`src/rtl/gmps_pkg.sv`:
```
`timescale 1ns / 1ps
// ----------------------------------------------------------------------------
// gmps_pkg
// shared types and constants of the grid max path sum block
// ----------------------------------------------------------------------------
package gmps_pkg;

    localparam int VAL_W  = 16;   // cell value width
    localparam int SUM_W  = 23;   // best sum width
    localparam int CFG_W  = 7;    // configuration register width
    localparam int ADDR_W = 1;    // configuration register index width
    localparam int IN_DATA_W  = 16;
    localparam int OUT_DATA_W = 24;

    localparam logic [SUM_W-1:0] SUM_MAX = '1;

    localparam logic [CFG_W-1:0] GRID_ROWS_RESET = 7'd5;
    localparam logic [CFG_W-1:0] GRID_COLS_RESET = 7'd6;

    // configuration register indexes
    localparam logic [ADDR_W-1:0] REG_GRID_ROWS = 1'd0;
    localparam logic [ADDR_W-1:0] REG_GRID_COLS = 1'd1;

    // one best-sum entry with its reachable bit
    typedef struct packed {
        logic             ok;
        logic [SUM_W-1:0] sum;
    } entry_t;

    // position of the current cell inside the grid
    typedef struct packed {
        logic first_row;
        logic first_col;
    } pos_flags_t;

endpackage

```
`src/rtl/gmps_cell.sv`:
```
`timescale 1ns / 1ps
// ----------------------------------------------------------------------------
// gmps_cell
// one stage of the row buffer chain
// ----------------------------------------------------------------------------
module gmps_cell
(
    input  logic              clk,
    input  logic              shift_en,
    input  logic              is_tail,
    input  gmps_pkg::entry_t  new_entry,
    input  gmps_pkg::entry_t  next_entry,
    output gmps_pkg::entry_t  entry
);

    gmps_pkg::entry_t data_reg;
    gmps_pkg::entry_t data_next;

    // the tail cell takes the fresh entry, the others take their neighbor's
    always_comb
    begin
        data_next = is_tail ? new_entry : next_entry;
    end

    always_ff @(posedge clk)
    begin
        if (shift_en)
        begin
            data_reg <= data_next;
        end
    end

    assign entry = data_reg;

endmodule

```
`src/rtl/gmps_chain.sv`:
```
`timescale 1ns / 1ps
// ----------------------------------------------------------------------------
// gmps_chain
// row of cells holding the best sums of the last grid-width cells
// ----------------------------------------------------------------------------
module gmps_chain
#(
    parameter int NUM_CELLS = 64,
    parameter int COL_W     = 6
)
(
    input  logic              clk,
    input  logic              shift_en,
    input  logic [COL_W-1:0]  tail_idx,
    input  gmps_pkg::entry_t  new_entry,
    output gmps_pkg::entry_t  head_entry
);

    gmps_pkg::entry_t cell_q [NUM_CELLS];

    for (genvar i = 0; i < NUM_CELLS; i++)
    begin : g_cell
        gmps_pkg::entry_t nbr;

        if (i == NUM_CELLS - 1)
        begin : g_end
            assign nbr = new_entry;
        end
        else
        begin : g_mid
            assign nbr = cell_q[i+1];
        end

        gmps_cell u_cell
        (
            .clk        (clk),
            .shift_en   (shift_en),
            .is_tail    (tail_idx == COL_W'(i)),
            .new_entry  (new_entry),
            .next_entry (nbr),
            .entry      (cell_q[i])
        );
    end

    // entry written one grid width ago: the cell above
    assign head_entry = cell_q[0];

endmodule

```
`src/rtl/gmps_update.sv`:
```
`timescale 1ns / 1ps
// ----------------------------------------------------------------------------
// gmps_update
// best sum of one cell from its upper and left neighbors
// ----------------------------------------------------------------------------
module gmps_update
(
    input  logic                        is_rock,
    input  logic [gmps_pkg::VAL_W-1:0]  cell_value,
    input  gmps_pkg::pos_flags_t        pos,
    input  gmps_pkg::entry_t            above,
    input  gmps_pkg::entry_t            left,
    output gmps_pkg::entry_t            result
);

    logic                        above_ok;
    logic                        left_ok;
    logic [gmps_pkg::SUM_W-1:0]  pick;
    logic [gmps_pkg::SUM_W:0]    total;

    always_comb
    begin
        above_ok = !pos.first_row && above.ok;
        left_ok  = !pos.first_col && left.ok;

        if (above_ok && (!left_ok || above.sum >= left.sum))
        begin
            pick = above.sum;
        end
        else
        begin
            pick = left.sum;
        end

        total = {1'b0, pick} + (gmps_pkg::SUM_W + 1)'(cell_value);

        if (pos.first_row && pos.first_col)
        begin
            // start cell is always reachable
            result.ok  = 1'b1;
            result.sum = is_rock ? '0 : gmps_pkg::SUM_W'(cell_value);
        end
        else if (is_rock || !(above_ok || left_ok))
        begin
            result.ok  = 1'b0;
            result.sum = '0;
        end
        else
        begin
            result.ok  = 1'b1;
            result.sum = total[gmps_pkg::SUM_W] ? gmps_pkg::SUM_MAX
                                                : total[gmps_pkg::SUM_W-1:0];
        end
    end

endmodule

```
`src/rtl/grid_max_path_sum_core.sv`:
```
`timescale 1ns / 1ps
// ----------------------------------------------------------------------------
// grid_max_path_sum_core
// best right/down path sum through a grid of cells with rocks
// ----------------------------------------------------------------------------
// usage:
//   cells come in on the s_ stream in raster order, one request per cell:
//   s_tdata is the cell value, s_tuser the rock flag. after the last cell
//   of a grid one result request leaves on the m_ stream: m_tdata holds
//   the best path sum (0 when no path), m_tuser says the end is reachable.
//   grid size is set through the cfg_ write port (index 0 rows, index 1
//   columns); any write restarts the scan at the top-left cell.
// throughput: one cell per clock unless the last cell of a grid is held off,
//   set by the combinational max and add of the update unit against the
//   head of the cell chain and the left register.
// latency: the result sits in the output register the cycle after the
//   last cell of the grid is taken.
// reset: scan position at the top-left cell, grid size 5 rows by 6 columns,
//   output empty. the chain of cells is not cleared; row 0 fills it before
//   it is ever read.
// stall: cells keep flowing while a result waits; only the last cell of the
//   next grid is held off until the waiting result has been taken.
// ----------------------------------------------------------------------------
module grid_max_path_sum_core
#(
    parameter int MAX_ROWS = 64,
    parameter int MAX_COLS = 64
)
(
    input  logic                              clk,
    input  logic                              rst_n,

    input  logic                              cfg_we,
    input  logic [gmps_pkg::ADDR_W-1:0]       cfg_addr,
    input  logic [gmps_pkg::CFG_W-1:0]        cfg_wdata,

    input  logic                              s_tvalid,
    output logic                              s_tready,
    input  logic [gmps_pkg::IN_DATA_W-1:0]    s_tdata,   // [15:0] cell_value
    input  logic                              s_tuser,   // [0] is_rock

    output logic                              m_tvalid,
    input  logic                              m_tready,
    output logic [gmps_pkg::OUT_DATA_W-1:0]   m_tdata,   // [22:0] best_amount, [23] zero
    output logic                              m_tuser    // [0] path_found
);

    localparam int COL_W = (MAX_COLS > 1) ? $clog2(MAX_COLS) : 1;
    localparam int ROW_W = (MAX_ROWS > 1) ? $clog2(MAX_ROWS) : 1;

    // last index in use, with zero read as one and large values clamped
    function automatic logic [COL_W-1:0] last_col(input logic [gmps_pkg::CFG_W-1:0] v);
        if (v == '0)
        begin
            return '0;
        end
        if (32'(v) > 32'(MAX_COLS))
        begin
            return COL_W'(MAX_COLS - 1);
        end
        return COL_W'(32'(v) - 32'd1);
    endfunction

    function automatic logic [ROW_W-1:0] last_row(input logic [gmps_pkg::CFG_W-1:0] v);
        if (v == '0)
        begin
            return '0;
        end
        if (32'(v) > 32'(MAX_ROWS))
        begin
            return ROW_W'(MAX_ROWS - 1);
        end
        return ROW_W'(32'(v) - 32'd1);
    endfunction

    // grid size
    logic [COL_W-1:0] cols_last_reg;
    logic [ROW_W-1:0] rows_last_reg;

    // scan position
    logic [COL_W-1:0] col_reg;
    logic [COL_W-1:0] col_next;
    logic [ROW_W-1:0] row_reg;
    logic [ROW_W-1:0] row_next;

    // left neighbor
    gmps_pkg::entry_t left_reg;
    gmps_pkg::entry_t left_next;

    // output register
    logic                          out_valid_reg;
    logic [gmps_pkg::SUM_W-1:0]    out_sum_reg;
    logic                          out_found_reg;

    logic                 in_req;
    logic                 at_row_end;
    logic                 at_grid_end;
    gmps_pkg::pos_flags_t pos;
    gmps_pkg::entry_t     above;
    gmps_pkg::entry_t     fresh;

    assign at_row_end  = (col_reg == cols_last_reg);
    assign at_grid_end = at_row_end && (row_reg == rows_last_reg);

    // the last cell of a grid needs a free output register
    assign s_tready = !(at_grid_end && out_valid_reg && !m_tready);
    assign in_req   = s_tvalid && s_tready;

    assign pos.first_row = (row_reg == '0);
    assign pos.first_col = (col_reg == '0);

    gmps_chain
    #(
        .NUM_CELLS (MAX_COLS),
        .COL_W     (COL_W)
    )
    u_chain
    (
        .clk        (clk),
        .shift_en   (in_req),
        .tail_idx   (cols_last_reg),
        .new_entry  (fresh),
        .head_entry (above)
    );

    gmps_update u_update
    (
        .is_rock    (s_tuser),
        .cell_value (s_tdata),
        .pos        (pos),
        .above      (above),
        .left       (left_reg),
        .result     (fresh)
    );

    // next scan position and left neighbor
    always_comb
    begin
        col_next  = col_reg;
        row_next  = row_reg;
        left_next = left_reg;
        if (in_req)
        begin
            if (at_row_end)
            begin
                col_next  = '0;
                left_next = '0;
                row_next  = at_grid_end ? '0 : row_reg + ROW_W'(1);
            end
            else
            begin
                col_next  = col_reg + COL_W'(1);
                left_next = fresh;
            end
        end
    end

    always_ff @(posedge clk or negedge rst_n)
    begin
        if (!rst_n)
        begin
            cols_last_reg <= last_col(gmps_pkg::GRID_COLS_RESET);
            rows_last_reg <= last_row(gmps_pkg::GRID_ROWS_RESET);
            col_reg       <= '0;
            row_reg       <= '0;
            left_reg      <= '0;
        end
        else if (cfg_we)
        begin
            // any write of a known register starts a new grid
            unique case (cfg_addr)
                gmps_pkg::REG_GRID_ROWS:
                begin
                    rows_last_reg <= last_row(cfg_wdata);
                    col_reg       <= '0;
                    row_reg       <= '0;
                    left_reg      <= '0;
                end
                gmps_pkg::REG_GRID_COLS:
                begin
                    cols_last_reg <= last_col(cfg_wdata);
                    col_reg       <= '0;
                    row_reg       <= '0;
                    left_reg      <= '0;
                end
                default:
                begin
                end
            endcase
        end
        else
        begin
            col_reg  <= col_next;
            row_reg  <= row_next;
            left_reg <= left_next;
        end
    end

    // result register
    always_ff @(posedge clk or negedge rst_n)
    begin
        if (!rst_n)
        begin
            out_valid_reg <= 1'b0;
        end
        else if (in_req && at_grid_end)
        begin
            out_valid_reg <= 1'b1;
        end
        else if (m_tready)
        begin
            out_valid_reg <= 1'b0;
        end
    end

    always_ff @(posedge clk)
    begin
        if (in_req && at_grid_end)
        begin
            out_sum_reg   <= fresh.ok ? fresh.sum : '0;
            out_found_reg <= fresh.ok;
        end
    end

    assign m_tvalid = out_valid_reg;
    assign m_tdata  = gmps_pkg::OUT_DATA_W'(out_sum_reg);
    assign m_tuser  = out_found_reg;

endmodule

```
`config.mk`:
```
export PLATFORM = sky130hd
export DESIGN_NAME = grid_max_path_sum_core
export DESIGN_NICKNAME = d
export VERILOG_FILES = /design/src/rtl/gmps_pkg.sv /design/src/rtl/gmps_cell.sv /design/src/rtl/gmps_chain.sv /design/src/rtl/gmps_update.sv /design/src/rtl/grid_max_path_sum_core.sv
export SDC_FILE = /design/constraint.sdc
export NUM_CORES = 2
export LEC_CHECK = 0
export ABC_AREA = 1
export BUFFER_PORTS_ARGS = -buffer_cell sky130_fd_sc_hd__buf_2
export CORE_MARGIN = 1
export CORE_UTILIZATION = 45
export DETAILED_ROUTE_END_ITERATION = 10
export PLACE_DENSITY_LB_ADDON = 0.08
export SYNTH_ARGS = -nofsm -noshare
export SYNTH_HDL_FRONTEND = slang
export SYNTH_SLANG_ARGS = --single-unit
```
`constraint.sdc`:
```
create_clock -name clk -period 56.2 [get_ports clk]
set_input_delay 11.24 -clock clk [delete_from_list [all_inputs] [get_ports clk]]
set_output_delay 11.24 -clock clk [all_outputs]
set_load 0.02 [all_outputs]
```
# After elaboration in Yosys (flattened, before gate mapping)
# Cells that the tools add are included.
totals:
  reg_bits: 1609
  wordCells: 334
classes:
  add_sub_neg: 4
  n_lt_le_gt_ge: 2
  eq_ne: 64
  mux: 98
  bitwise: 1
  reduce_logical: 28
ops:
  columns: ["operator", "n"]
  rows:
  - ["two-way mux 24 bit", 68]
  - ["equality test 6 bit, second input constant", 31]
  - ["equality test 6 x 5 -> 1 bit, second input constant", 16]
  - ["two-way mux 6 bit", 13]
  - ["equality test 6 x 4 -> 1 bit, second input constant", 8]
  - ["two-way mux 23 bit", 2]
  - ["adder 23 x 16 -> 24 bit", 1]
  - ["equality test 6 x 3 -> 1 bit, second input constant", 4]
  - ["greater-or-equal comparator 23 bit", 1]
  - ["zero test 6 bit", 3]
  - ["two-way mux 16 bit", 1]
  - ["two-way mux 1 bit", 14]
  - ["adder 6 x 1 -> 6 bit, second input constant", 2]
  - ["equality test 6 x 2 -> 1 bit, second input constant", 2]
  - ["equality test 6 bit", 2]
  - ["logical AND 1 bit", 9]
  - ["> comparator 7 bit, second input constant", 1]
  - ["zero test 7 bit", 1]
  - ["equality test 6 x 1 -> 1 bit, second input constant", 1]
  - ["zero test 1 bit", 6]
  - ["AND reduction 2 bit", 3]
  - ["nonzero test 2 bit", 3]
  - ["subtractor 6 x 1 -> 6 bit, second input constant", 1]
  - ["logical OR 1 bit", 3]
  - ["NOT 1 bit", 1]

# Logic depth before layout (Yosys ltp)
logic_depth:
  word_depth: 14
  depth_mapped: 32
  ltp_nobuf: 28

# Modules after synthesis
# A second synthesis with hierarchy kept.
hier_totals:
  hier_cells: 7458
  hier_area_um2: 76216.8
by_module_without_submodules:
  columns: ["mod", "instances", "cells_each", "area_each_um2", "seq_area_each_um2"]
  rows:
  - ["gmps_cell", 64, 102, 1094.8, 720.7]
  - ["grid_max_path_sum_core", 1, 411, 3507.1, 1950.6]
  - ["gmps_update", 1, 415, 2229.6, 0.0]
  - ["gmps_chain", 1, 104, 412.9, 0.0]

# Worst setup path before layout
# No wires, ideal clock.
synth_timing:
  path_kind: "input to register"
  from: "in m_tready"
  to: "reg left_reg[18] (netlist name)"
  arrival_time_ns: 46.565
  t_required_ns: 56.134
  slack_ns: 9.569
  stages: 9
  n_path_buf: 1
  path_cell_list: "inv_1 nand3_1 nand2_1 inv_1 nand3_1 inv_1 buf_1 nand3_1 nand2_1"
synth_via:
  elab_chain_len: 5
synth_lines:
  columns: ["item", "line_no", "rtl"]
  rows:
  - ["start, declared", "grid_max_path_sum_core.sv:43", "input logic m_tready,"]
  - ["zero test 1 bit", "grid_max_path_sum_core.sv:106", "assign s_tready = !(at_grid_end && out_valid_reg && !m_tready);"]
  - ["logical AND 1 bit", "grid_max_path_sum_core.sv:106", null]
  - ["zero test 1 bit", "grid_max_path_sum_core.sv:106", null]
  - ["net s_tready", "grid_max_path_sum_core.sv:38", "output logic s_tready,"]
  - ["logical AND 1 bit", "grid_max_path_sum_core.sv:107", "assign in_req = s_tvalid && s_tready;"]
  - ["net in_req", "grid_max_path_sum_core.sv:95", "logic in_req;"]
  - ["nonzero test 2 bit (no source line)", null, null]
  - ["end signal, assigned", "grid_max_path_sum_core.sv:195", "left_reg <= left_next;"]
  - ["end, declared", "grid_max_path_sum_core.sv:87", "gmps_pkg::entry_t left_reg;"]
# The timed path passes the listed nets, and every way through them passes these cells.
# A chain may end at the register's enable or synchronous reset.

# Worst setup path in the final report
layout_timing:
  from: "in m_tready"
  to: "out s_tready"
layout_via:
  elab_chain_len: 3
layout_lines:
  columns: ["item", "line_no"]
  rows:
  - ["zero test 1 bit", "grid_max_path_sum_core.sv:106"]
  - ["logical AND 1 bit", "grid_max_path_sum_core.sv:106"]
  - ["zero test 1 bit", "grid_max_path_sum_core.sv:106"]
  - ["end, declared", "grid_max_path_sum_core.sv:38"]
# No other way between the ends.

==> reports/qor.txt <==
Total power = 3.01 mW
Initial Util = 45.5%
P&R area growth vs syn = 9.63%
Most frequent CP cell = buf_2
Cell Pwr Density = 38.3 mW/mm²
WHS Path Cells = 2
Max FFs per register = 1536
Inserted Clock Buffers = 175
Final period utilization = 40.8%
Max Root-Sink Buffers = 3
Post-CTS setup buffers = 0
CP max stage delay = 0.18 ns
Net Sw Power = 0.849 mW
Global-route wire length before repair = 288000 µm
Post-place setup slack = 33.30 ns
Number of synthesized flops with an enable pin = 1560
DR vias = 48500
Post-synth ARST share = 3.05%
Post-synth top flop = edfxtp_1
Largest net degree at the start of global routing = 191
Max capacitance violation total = 0
Std cell rows = 145
Distinct cells, synth = 48
Clock root cell = clkbuf_16
Fmax achieved = 43.7 MHz
Type of origin of the critical path = input port
Total GRT Usage = 23.2%
Flop2flop setup slack = 49.88 ns
Cells after synthesis = 7255
Worst path required time = 44.96 ns
Syn Area/Cell = 9.86 µm²
Status = finished clean
Max-slew violation count = 0
H-Tree Level Count = 4
Syn_nets = 7331
Count of input and output buffers = 55
Chip Width = 401 µm
Yosys top cell by area = edfxtp_1
DR vias/cell = 5.20
Setup CP Type = in2out
Share of power burned in registers = 48.6%
Worst setup EP type = output pin
TNS Setup = 0 ns
Cells along the critical path = buf_2 -> inv_1 -> nand3_1 -> buf_2
R2r startpoint = u_chain.g_cell[0].u_cell.entry[13]
Placed instance area = 0.0730 mm²
GRT overflow = 0
Share of cells above drive strength 1 = 6.34%
Comb pwr share = 14.2%
Slew HR = 21.4%
Die area = 0.161 mm²
Seq/Total Area, Yosys = 67.2%
Crit path time final = 22.90 ns
Core box area = 0.157 mm²
CP max stage cell = buf_2
Worst skew pair latency = 0.81 ns
Worst Setup SP = m_tready
VDD IR-drop max = 0.0455 mV
Post-detailed-route count of antenna-violating nets = 0
Setup Viol. Count Final = 0
Synth Cell Area = 0.0716 mm²
#FFs+latches synth = 1609
I/O pins = 57
Die height = 401 µm
Slew @ Worst Pin = 1.18 ns
Iteration-0 DRC Markers = 4423
Leak pwr = 33.4 nW
Synth top area share = 65.5%
CTS clock-pin slew for the worst setup and hold paths = 0.05 ns
Post-Route WL = 188000 µm
Synth Warn # = 0
Setup Skew = 0.0335 ns
DRT Pass-1 Iters = 7
Clock tree sinks = 1609
Final net count = 7200
Hold WC Path Type = reg2reg
Final hold vios = 0
Top cells by area, synth = edfxtp_1 65%, nand2_1 21%, nand3_1 2.4%, dfrtp_1 1.6%, clkbuf_1 1.4%
CTS tree = built
Internal = 2.16 mW
Global placement routability congestion = 0.804
Sw frac = 28.2%
Worst Min Path Start = left_reg[7]
DR DRC count = 0
Hpwl dp = 110000 µm
Vias in the first global route = 47400
Final Instance Area = 0.0785 mm²
Max Fanout on Critical Path = 2
Worst EP arrival = 11.66 ns
Most frequent cells in the layout = 4064 x nand2_1, 1560 x edfxtp_1, 346 x nand3_1
Final WS setup = 33.30 ns
Post_cts resized = 0
Initial antenna violation count = 7
RSZ-0062 raised after global routing = false
Hold buffer count at CTS = 0
Commonest non-fill, non-tap cell in the layout = nand2_1
Reg2reg path depth = 25
Avg WL per Cell = 20.2 µm
Clock Power Share = 37.2%
[per-stage QoR]
step	utilization (%)	hold WS [ns]	std cells
2_1_floorplan	-	0.449	7255
3_3_place_gp	46.5	0.465	9005
3_5_place_dp	46.5	0.466	9005
4_1_cts	49.9	0.482	9318
5_1_grt	49.9	0.497	9319
6_report	49.9	0.479	9322
[critical path, delay by kind of cell]
kind	cells	cell delay [ns]
buffers and inverters	3	0.33
AND/OR/NAND/NOR	1	0.09
[area by class of cell]
cell class / instances / area, µm²
Inverter: 173 / 657
Antenna cell: 4 / 10.0
Clock inverter: 86 / 813
Fill cell: 14400 / 78700
Sequential cell: 1609 / 48100
Tap cell: 2058 / 2570
Timing Repair Buffer: 163 / 1110
Clock buffer: 227 / 4640
Multi-Input combinational cell: 5002 / 20600
[power by group through the flow]
stage / clock network (mW) / logic [mW] / registers, mW
floorplan: 0 / 0.287 / 1.54
global placement: 0 / 0.430 / 1.48
detailed placement: 0 / 0.433 / 1.48
CTS: 1.14 / 0.435 / 1.46
global route: 1.19 / 0.467 / 1.47
finish: 1.12 / 0.428 / 1.46
[layer usage]
layer	up-vias	track usage [%]	part of all wire (%)
met5	-	0	0.0069
met4	2	8.00	3.1
met3	297	3.76	4.9
met2	1084	38.2	48
met1	23600	31.3	44
li1	23400	-	-
[worst paths after layout]
check	end
setup / recovery	s_tready
hold / removal	left_reg[7]
setup reg to reg	u_chain.g_cell[19].u_cell.entry[9]
max in group asynchronous	left_reg[7]
hold reg to reg	left_reg[7]
min in group asynchronous	rows_last_reg[5]
[cell usage after synthesis (3+ instances only)]
master,number
dfrtp_1,46
a31oi_1,6
buf_2,115
o21ai_0,144
clkbuf_1,263
nand2_4,3
ha_1,45
o21ai_1,82
nand3_2,3
dfstp_2,3
inv_1,108
buf_6,47
nor2_1,144
nand2_2,34
nand4_1,9
buf_1,18
xor2_1,11
nand3_1,348
buf_12,3
nor3_1,12
nor4_1,3
buf_4,18
clkinv_1,63
o21a_1,3
buf_8,6
xnor2_1,12
nand2_1,4072
a21oi_1,45
nand3b_1,3
edfxtp_1,1560
a21o_1,4
[cell families (layout without fill, tap and decap cells)]
kind of cell | Yosys count | after routing | share of synthesized area [%]
compound gates | 290 | 290 | 2.09
flops | 1609 | 1609 | 67.2
fa+ha+maj | 46 | 46 | 0.815
buf+inv | 644 | 649 | 4.33
simple gates | 4642 | 4642 | 25.3
other cells | 1 | 5 | 0.00524
xor+xnor | 23 | 23 | 0.281
(Power assumes the default switching activity.)
